<file path="src/kmfe_pkg.sv">
// ----------------------------------------------------------------------------
// kmfe_pkg
// shared types and constants of the keypad menu field editor
// ----------------------------------------------------------------------------
package kmfe_pkg;

    localparam int unsigned KeyW = 4;

    localparam logic [KeyW-1:0] KEY_NONE  = 4'd0;
    localparam logic [KeyW-1:0] KEY_UP    = 4'd2;
    localparam logic [KeyW-1:0] KEY_LEFT  = 4'd4;
    localparam logic [KeyW-1:0] KEY_RIGHT = 4'd6;
    localparam logic [KeyW-1:0] KEY_DOWN  = 4'd8;

    localparam logic [1:0] CFG_TICKS_PER_COUNT    = 2'd0;
    localparam logic [1:0] CFG_TICKS_PER_SHIFT    = 2'd1;
    localparam logic [1:0] CFG_IDLE_TIMEOUT_TICKS = 2'd2;

    localparam logic [7:0]  RST_TICKS_PER_COUNT    = 8'd5;
    localparam logic [7:0]  RST_TICKS_PER_SHIFT    = 8'd25;
    localparam logic [15:0] RST_IDLE_TIMEOUT_TICKS = 16'd500;
    localparam logic [7:0]  RST_LED_BITS           = 8'h7F;

    localparam logic [1:0] LETTER_LAST = 2'd2;
    localparam logic [3:0] DIGIT_LAST  = 4'd9;
    localparam logic [3:0] DIGIT_RESET = 4'd1;

    typedef enum logic [1:0] {
        FIELD_IDLE   = 2'd0,
        FIELD_LETTER = 2'd1,
        FIELD_DIGIT1 = 2'd2,
        FIELD_DIGIT2 = 2'd3
    } field_t;

    // one tick handed from the input register to the state logic
    typedef struct packed {
        logic            step;
        logic [KeyW-1:0] key;
    } tick_t;

endpackage

</file>
<file path="src/keypad_menu_field_editor_core.sv">
// ----------------------------------------------------------------------------
// keypad_menu_field_editor_core
// keypad menu editor with bcd stopwatch and rotating led pattern
// ----------------------------------------------------------------------------
// Every accepted word is one timer tick with its scanned key code and yields
// one result word with the menu, stopwatch and led state after that tick.
// A word is taken every clock while in_stall is low; each word passes
// through the input register and then the result register, and the menu
// and timer state is updated between them. in_stall rises only when the
// result register is full and out_stall is high. Configuration
// registers are written through cfg_write, cfg_index and cfg_data; an index
// beyond the three registers is ignored.
module keypad_menu_field_editor_core
    import kmfe_pkg::*;
(
    input  logic        clk,
    input  logic        rst_n,
    input  logic        cfg_write,
    input  logic [1:0]  cfg_index,
    input  logic [15:0] cfg_data,
    input  logic        in_valid,
    output logic        in_stall,
    input  logic [3:0]  scan_key,
    output logic        out_valid,
    input  logic        out_stall,
    output logic [1:0]  selected_field,
    output logic [1:0]  mode_letter,
    output logic [3:0]  first_digit,
    output logic [3:0]  second_digit,
    output logic [15:0] elapsed_bcd,
    output logic [7:0]  led_pattern,
    output logic [3:0]  shown_key
);

    logic [7:0]  count_cfg_reg;
    logic [7:0]  shift_cfg_reg;
    logic [15:0] timeout_cfg_reg;

    logic        s1_valid_reg;
    logic [3:0]  s1_key_reg;
    logic        out_valid_reg;
    logic        advance;
    tick_t       tick;

    field_t      field_next;
    logic [1:0]  letter_next;
    logic [3:0]  digit1_next;
    logic [3:0]  digit2_next;
    logic [15:0] elapsed_next;
    logic [7:0]  led_next;
    logic        timeout_fire;

    logic [1:0]  field_reg;
    logic [1:0]  letter_reg;
    logic [3:0]  digit1_reg;
    logic [3:0]  digit2_reg;
    logic [15:0] elapsed_reg;
    logic [7:0]  led_reg;
    logic [3:0]  key_out_reg;

    // config registers
    always_ff @(posedge clk or negedge rst_n)
    begin
        if (!rst_n) begin
            count_cfg_reg   <= RST_TICKS_PER_COUNT;
            shift_cfg_reg   <= RST_TICKS_PER_SHIFT;
            timeout_cfg_reg <= RST_IDLE_TIMEOUT_TICKS;
        end
        else if (cfg_write) begin
            unique case (cfg_index)
                CFG_TICKS_PER_COUNT:    count_cfg_reg   <= cfg_data[7:0];
                CFG_TICKS_PER_SHIFT:    shift_cfg_reg   <= cfg_data[7:0];
                CFG_IDLE_TIMEOUT_TICKS: timeout_cfg_reg <= cfg_data;
                default:                ;
            endcase
        end
    end

    // input register
    assign advance  = s1_valid_reg && (!out_valid_reg || !out_stall);
    assign in_stall = s1_valid_reg && !advance;

    always_ff @(posedge clk or negedge rst_n)
    begin
        if (!rst_n) begin
            s1_valid_reg <= 1'b0;
        end
        else if (!in_stall) begin
            s1_valid_reg <= in_valid;
        end
    end

    always_ff @(posedge clk)
    begin
        if (in_valid && !in_stall) begin
            s1_key_reg <= scan_key;
        end
    end

    assign tick.step = advance;
    assign tick.key  = s1_key_reg;

    kmfe_timers u_timers (
        .clk                (clk),
        .rst_n              (rst_n),
        .tick               (tick),
        .ticks_per_count    (count_cfg_reg),
        .ticks_per_shift    (shift_cfg_reg),
        .idle_timeout_ticks (timeout_cfg_reg),
        .elapsed_next       (elapsed_next),
        .led_next           (led_next),
        .timeout_fire       (timeout_fire)
    );

    kmfe_menu u_menu (
        .clk          (clk),
        .rst_n        (rst_n),
        .tick         (tick),
        .timeout_fire (timeout_fire),
        .field_next   (field_next),
        .letter_next  (letter_next),
        .digit1_next  (digit1_next),
        .digit2_next  (digit2_next)
    );

    // result register
    always_ff @(posedge clk or negedge rst_n)
    begin
        if (!rst_n) begin
            out_valid_reg <= 1'b0;
        end
        else if (advance) begin
            out_valid_reg <= 1'b1;
        end
        else if (!out_stall) begin
            out_valid_reg <= 1'b0;
        end
    end

    always_ff @(posedge clk)
    begin
        if (advance) begin
            field_reg   <= field_next;
            letter_reg  <= letter_next;
            digit1_reg  <= digit1_next;
            digit2_reg  <= digit2_next;
            elapsed_reg <= elapsed_next;
            led_reg     <= led_next;
            key_out_reg <= s1_key_reg;
        end
    end

    assign out_valid      = out_valid_reg;
    assign selected_field = field_reg;
    assign mode_letter    = letter_reg;
    assign first_digit    = digit1_reg;
    assign second_digit   = digit2_reg;
    assign elapsed_bcd    = elapsed_reg;
    assign led_pattern    = led_reg;
    assign shown_key      = key_out_reg;

    // letter stays within a to c
    assert property (@(posedge clk) disable iff (!rst_n)
        out_valid |-> (mode_letter != 2'd3))
        else $error("mode letter out of range");

    // editable digits and stopwatch digits stay decimal
    assert property (@(posedge clk) disable iff (!rst_n)
        out_valid |-> (first_digit <= 4'd9 && second_digit <= 4'd9 &&
                       elapsed_bcd[3:0] <= 4'd9 && elapsed_bcd[7:4] <= 4'd9 &&
                       elapsed_bcd[11:8] <= 4'd9 && elapsed_bcd[15:12] <= 4'd9))
        else $error("non-decimal digit in result");

    // input side only stalls on a held word behind a blocked result
    assert property (@(posedge clk) disable iff (!rst_n)
        in_stall |-> (s1_valid_reg && out_valid_reg && out_stall))
        else $error("input stalled without backpressure");

    // a blocked result word is not overwritten
    assert property (@(posedge clk) disable iff (!rst_n)
        (out_valid_reg && out_stall) |-> !advance)
        else $error("result overwritten while stalled");

endmodule

</file>
<file path="src/kmfe_timers.sv">
// ----------------------------------------------------------------------------
// kmfe_timers
// tick dividers, bcd stopwatch, rotating led pattern and idle timeout counter
// ----------------------------------------------------------------------------
module kmfe_timers
    import kmfe_pkg::*;
(
    input  logic        clk,
    input  logic        rst_n,
    input  tick_t       tick,
    input  logic [7:0]  ticks_per_count,
    input  logic [7:0]  ticks_per_shift,
    input  logic [15:0] idle_timeout_ticks,
    output logic [15:0] elapsed_next,
    output logic [7:0]  led_next,
    output logic        timeout_fire
);

    logic [7:0]  count_div_reg, count_div_next;
    logic [7:0]  shift_div_reg, shift_div_next;
    logic [15:0] idle_cnt_reg, idle_cnt_next;
    logic [15:0] stopwatch_reg;
    logic [7:0]  led_reg;

    logic [7:0]  count_sum;
    logic [7:0]  shift_sum;
    logic [15:0] idle_sum;
    logic        count_fire;
    logic        shift_fire;
    logic        key_none;

    function automatic logic [15:0] bcd_inc(input logic [15:0] v);
        logic [15:0] res;
        logic        carry;
        logic [3:0]  d;
        res   = '0;
        carry = 1'b1;
        for (int i = 0; i < 4; i++) begin
            d = v[4*i +: 4];
            if (carry) begin
                if (d >= DIGIT_LAST) begin
                    d = 4'd0;
                end
                else begin
                    d     = d + 4'd1;
                    carry = 1'b0;
                end
            end
            res[4*i +: 4] = d;
        end
        return res;
    endfunction

    always_comb
    begin
        key_none = (tick.key == KEY_NONE);

        count_sum      = count_div_reg + 8'd1;
        count_fire     = (count_sum >= ticks_per_count);
        count_div_next = count_fire ? 8'd0 : count_sum;

        shift_sum      = shift_div_reg + 8'd1;
        shift_fire     = (shift_sum >= ticks_per_shift);
        shift_div_next = shift_fire ? 8'd0 : shift_sum;

        idle_sum     = idle_cnt_reg + 16'd1;
        timeout_fire = 1'b0;
        if (key_none) begin
            timeout_fire  = (idle_sum >= idle_timeout_ticks);
            idle_cnt_next = timeout_fire ? 16'd0 : idle_sum;
        end
        else begin
            idle_cnt_next = 16'd0;
        end

        elapsed_next = (count_fire && key_none) ? bcd_inc(stopwatch_reg) : stopwatch_reg;
        led_next     = shift_fire ? {led_reg[0], led_reg[7:1]} : led_reg;
    end

    always_ff @(posedge clk or negedge rst_n)
    begin
        if (!rst_n) begin
            count_div_reg <= '0;
            shift_div_reg <= '0;
            idle_cnt_reg  <= '0;
            stopwatch_reg <= '0;
            led_reg       <= RST_LED_BITS;
        end
        else if (tick.step) begin
            count_div_reg <= count_div_next;
            shift_div_reg <= shift_div_next;
            idle_cnt_reg  <= idle_cnt_next;
            stopwatch_reg <= elapsed_next;
            led_reg       <= led_next;
        end
    end

endmodule

</file>
<file path="src/kmfe_menu.sv">
// ----------------------------------------------------------------------------
// kmfe_menu
// press detection and the three-field menu with letter and digit editing
// ----------------------------------------------------------------------------
module kmfe_menu
    import kmfe_pkg::*;
(
    input  logic       clk,
    input  logic       rst_n,
    input  tick_t      tick,
    input  logic       timeout_fire,
    output field_t     field_next,
    output logic [1:0] letter_next,
    output logic [3:0] digit1_next,
    output logic [3:0] digit2_next
);

    field_t           field_reg;
    logic [1:0]       letter_reg;
    logic [3:0]       digit1_reg;
    logic [3:0]       digit2_reg;
    logic [KeyW-1:0]  prev_key_reg;
    logic             woke_reg, woke_next;
    logic             pending_reg, pending_next;

    logic any_press, up, down, left, right, pending_now;

    function automatic logic [3:0] digit_step(input logic [3:0] v, input logic inc);
        logic [3:0] r;
        if (inc) begin
            r = (v >= DIGIT_LAST) ? 4'd0 : v + 4'd1;
        end
        else begin
            r = (v == 4'd0) ? DIGIT_LAST : v - 4'd1;
        end
        return r;
    endfunction

    function automatic logic [1:0] letter_step(input logic [1:0] v, input logic inc);
        logic [1:0] r;
        if (inc) begin
            r = (v >= LETTER_LAST) ? 2'd0 : v + 2'd1;
        end
        else begin
            r = (v == 2'd0) ? LETTER_LAST : v - 2'd1;
        end
        return r;
    endfunction

    always_comb
    begin
        any_press   = (tick.key != KEY_NONE) && (prev_key_reg == KEY_NONE);
        up          = (tick.key == KEY_UP) && (prev_key_reg != KEY_UP);
        down        = (tick.key == KEY_DOWN) && (prev_key_reg != KEY_DOWN);
        left        = (tick.key == KEY_LEFT) && (prev_key_reg != KEY_LEFT);
        right       = (tick.key == KEY_RIGHT) && (prev_key_reg != KEY_RIGHT);
        pending_now = pending_reg | timeout_fire;

        field_next   = field_reg;
        letter_next  = letter_reg;
        digit1_next  = digit1_reg;
        digit2_next  = digit2_reg;
        woke_next    = woke_reg;
        pending_next = pending_now;

        if (field_reg == FIELD_IDLE) begin
            woke_next = 1'b1;
            if (any_press) begin
                field_next = FIELD_LETTER;
            end
        end
        else begin
            if (field_reg == FIELD_LETTER && woke_reg) begin
                woke_next = 1'b0;
            end
            else if (right) begin
                unique case (field_reg)
                    FIELD_LETTER: field_next = FIELD_DIGIT1;
                    FIELD_DIGIT1: field_next = FIELD_DIGIT2;
                    default:      field_next = FIELD_LETTER;
                endcase
            end
            else if (left) begin
                unique case (field_reg)
                    FIELD_DIGIT2: field_next = FIELD_DIGIT1;
                    FIELD_DIGIT1: field_next = FIELD_LETTER;
                    default:      field_next = FIELD_DIGIT2;
                endcase
            end
            else if (up || down) begin
                unique case (field_reg)
                    FIELD_LETTER: letter_next = letter_step(letter_reg, up);
                    FIELD_DIGIT1: digit1_next = digit_step(digit1_reg, up);
                    default:      digit2_next = digit_step(digit2_reg, up);
                endcase
            end
            if (pending_now) begin
                pending_next = 1'b0;
                field_next   = FIELD_IDLE;
            end
        end
    end

    always_ff @(posedge clk or negedge rst_n)
    begin
        if (!rst_n) begin
            field_reg    <= FIELD_IDLE;
            letter_reg   <= '0;
            digit1_reg   <= DIGIT_RESET;
            digit2_reg   <= DIGIT_RESET;
            prev_key_reg <= KEY_NONE;
            woke_reg     <= 1'b1;
            pending_reg  <= 1'b0;
        end
        else if (tick.step) begin
            field_reg    <= field_next;
            letter_reg   <= letter_next;
            digit1_reg   <= digit1_next;
            digit2_reg   <= digit2_next;
            prev_key_reg <= tick.key;
            woke_reg     <= woke_next;
            pending_reg  <= pending_next;
        end
    end

endmodule

</file>
<file path="config.mk">
export PLATFORM = sky130hd
export DESIGN_NAME = keypad_menu_field_editor_core
export DESIGN_NICKNAME = d
export VERILOG_FILES = /design/src/kmfe_pkg.sv /design/src/keypad_menu_field_editor_core.sv /design/src/kmfe_timers.sv /design/src/kmfe_menu.sv
export SDC_FILE = /design/constraint.sdc
export NUM_CORES = 1
export LEC_CHECK = 0
export BUFFER_PORTS_ARGS = -buffer_cell sky130_fd_sc_hd__buf_4
export CORE_MARGIN = 2
export CORE_UTILIZATION = 55
export CTS_CLUSTER_DIAMETER = 80
export DETAILED_ROUTE_END_ITERATION = 10
export PLACE_DENSITY = 0.77
export SYNTH_ARGS = -nofsm -noshare
export SYNTH_HDL_FRONTEND = slang
export SYNTH_SLANG_ARGS = --single-unit
</file>
<file path="constraint.sdc">
create_clock -name clk -period 2.9 [get_ports clk]
set_input_delay 0.58 -clock clk [delete_from_list [all_inputs] [get_ports clk]]
set_output_delay 0.58 -clock clk [all_outputs]
set_load 0.01 [all_outputs]
</file>
==> reports/results.tsv <==
stage	metric	value	unit
outcome	outcome	finished, violations left	
outcome	violations	setup timing	
setup_path	required	3.21	ns
sta	maxSlewHeadroom	45.8	%
global_routing	grt_antenna_before_repair	0	
floorplanning	ioPinCount	69	
power	leakagePower	4.71	nW
finish	diodes	0	
placed_design	place_area	9470	sq um
cts	clk_pin_slew	0.06	ns
setup_path	path_class	register to register	
synth	ys_async_sr_fraction	71.1	%
cts	htreeDepth	4	
sta	skew	0.0110	ns
synth	synth_cells	823	
finish	fin_nets	1027	
setup_path	endpoint_kind	register	
setup_path	path_cells	nand2_2, nor3_2, buf_4, nand4_1, buf_4, nand2_2, nand2_2, ha_4, nand4_1, nor3_2, nand3b_1, nand3_2, buf_6, buf_6, nor3_1, a211o_1	
global_routing	overflow	0	
drt	routed_wirelength	19.0	mm
drt	ant_nets	0	
setup_path	slowest_delay	0.38	ns
floorplanning	rows	45	
finish	drive_above_1_share	29.8	%
global_routing	grt_usage	22.8	%
cts	cts_tree	built	
global_routing	grt_pass1_vias	6188	
sta	timing.fmax	0.330	GHz
synth	yosys_warnings	0	
global_routing	busiest_layer	met2	
global_routing	use_met2	38.2	%
floorplanning	start_util	56.2	%
synth	syn_area_per_cell	10.3	sq um
global_routing	grt_use_met1	30.1	%
finish	layout_commonest_cell	buf_4	
sta	rsz0062_at_grt	true	
finish	mostFrequentLayoutCells	buf_4 (116), nand2_1 (95), dfrtp_1 (86), mux2_2 (59), ha_1 (57)	
synth	syn-num-nets	911	
global_routing	grt_use_met3	4.57	%
floorplanning	die_w	128	um
floorplanning	dieArea	16500	sq um
power	peakVddDrop	0.489	mV
placed_design	place_ws	-0.169	ns
cts	root_buffer	clkbuf_16	
cts	cts_made_buffers	17	
global_routing	grt_max_degree	50	
power	power_density	647	nW/um^2
sta	finalWorstSetupSlack	-0.133	ns
sta	post-route-min-period	3.03	ns
run	drv_cap	0	
synth	synth_top_area_cell	dfrtp_1	
finish	final_area	10500	sq um
power	finalPower	6.80	mW
setup_path	cp_num_buf_inv	4	
placed_design	portBuffers	68	
drt	wire_per_inst	16.6	um
sta	min_period_over_period	105	%
setup_path	critPathSlowestCell	dfrtp_1	
finish	fin_cells	1140	
placed_design	dpl.cell_count	1092	
synth	synth.area.top_cells	dfrtp_1 (26%), edfxtp_1 (16%), ha_1 (9.0%)	
floorplanning	fp.dieH	128	um
sta	worstMarginPinSlew	0.811	ns
sta	setup_viol	17	
drt	vias	6609	
synth	ys_seq_area_share	47.6	%
setup_path	crit_top_cell	nand2_2	
synth	synth_edf_count	44	
synth	synth_cell_type_count	61	
synth	synth-seq-cells	152	
finish	layout-area-overhead-vs-synth	23.5	%
cts	clock_latency	0.43	ns
cts	cts_buffer_depth	2	
setup_path	arrival	3.34	ns
drt	dr.first_iter.drc_count	595	
placed_design	hpwl	12.4	mm
drt	drc	0	
placed_design	gp_congestion	0.848	
setup_path	critical_path.startpoint_type	register	
sta	drv_slew	0	
setup_path	crit_family	simple AND/OR/NAND/NOR gates	
sta	final_hold_viol_count	0	
global_routing	grt_pass1_wl	29.9	mm
drt	via_per_inst	5.80	
synth	ys.flop_type	dfrtp_1	
synth	synth_top_area_share	25.6	%
worst_hold_path	hold_class	input port to async pin	
cts	cts.sinks	152	
floorplanning	core_area	15100	sq um
setup_path	cp_max_fo	5	
synth	synth_area	8510	sq um
drt	dr.pass1.iters	5	
-- layout make-up --
cell class	count	area, sq um
clock buffers	20	437
clock inverters	12	224
fillers	1082	4640
inverters	54	203
multi-input cells	592	4380
flip-flops and latches	152	4050
well taps	188	235
repair buffers	122	970
-- final timing paths --
| path | slack, ns | startpoint | cells after the start | endpoint |
|---|---|---|---|---|
| worst max-delay path | -0.13 | u_timers.idle_cnt_reg[0] | 16 | u_timers.idle_cnt_reg[10] |
| worst min-delay path | 0.18 | rst_n | 1 | timeout_cfg_reg[11] |
| worst max register to register | -0.13 | u_timers.idle_cnt_reg[0] | 16 | u_timers.idle_cnt_reg[10] |
| worst min register to register | 0.50 | u_timers.shift_div_reg[7] | 2 | u_timers.shift_div_reg[7] |
| max in group asynchronous | 1.96 | rst_n | 2 | u_menu.woke_reg |
| min in group clk | 0.33 | scan_key[2] | 1 | s1_key_reg[2] |
-- metrics by stage --
| stage | setup TNS, ns | hold WS, ns | util, % |
|---|---|---|---|
| after global placement | 0 | 0.465 | 62.5 |
| after global routing | -4.31 | 0.235 | 69.3 |
| after CTS | -0.0458 | 0.211 | 67.2 |
| after detailed placement | -1.04 | 0.477 | 62.5 |
| final | -1.08 | 0.179 | 69.3 |
| after floorplan | 0 | 0.284 | - |
-- worst register-to-register path, delay by kind of cell (launching register included) --
kind	cells	cell delay, ns
AND/OR/NAND/NOR	10	1.39
buffers and inverters	4	0.60
flip-flops	1	0.38
adder cells (fa/ha/maj)	1	0.28
AO/OA/AOI/OAI	1	0.27
-- what timing repair did --
action,in CTS,in global routing
gates cloned,0,3
hold buffers,0,0
gates resized for setup,7,43
setup endpoints to repair,13,55
pin swaps,4,14
setup buffers,3,10
-- kinds of logic after synthesis --
logic type | Yosys count | synth area share (%)
adders and majority gates | 61 | 8.97
DFF | 152 | 47.6
muxes | 66 | 8.63
buffers and inverters | 80 | 3.68
xor gates and xnor gates | 23 | 2.37
AOI/OAI and AO/OA | 153 | 11.9
and+or+nand+nor | 288 | 16.8
-- synthesized netlist by cell type, types with 10 or more instances --
cell type	number
inv_1	53
a21oi_1	24
nand3_1	25
dfstp_2	21
and2_1	10
o21ai_0	50
nand2b_1	16
o31ai_1	13
mux2_2	59
a211oi_1	10
edfxtp_1	44
xnor2_1	13
xor2_1	10
nor2_1	56
dfrtp_1	87
nor3_1	18
nand2_1	98
ha_1	61
clkbuf_1	20
nand4_1	10
-- power by group --
group,leakage [nW],internal (mW),total (mW),switching [mW]
Sequential,1.77,2.51,2.75,0.237
Combinational,2.63,0.719,1.55,0.833
Clock,0.308,1.61,2.50,0.882
-- layer usage --
metal	share of wire, %	wire length (um)
met1	44	8430
met2	51	9610
met3	3.5	663
met4	1.4	263
met5	0	0
(Power assumes the default switching activity.)
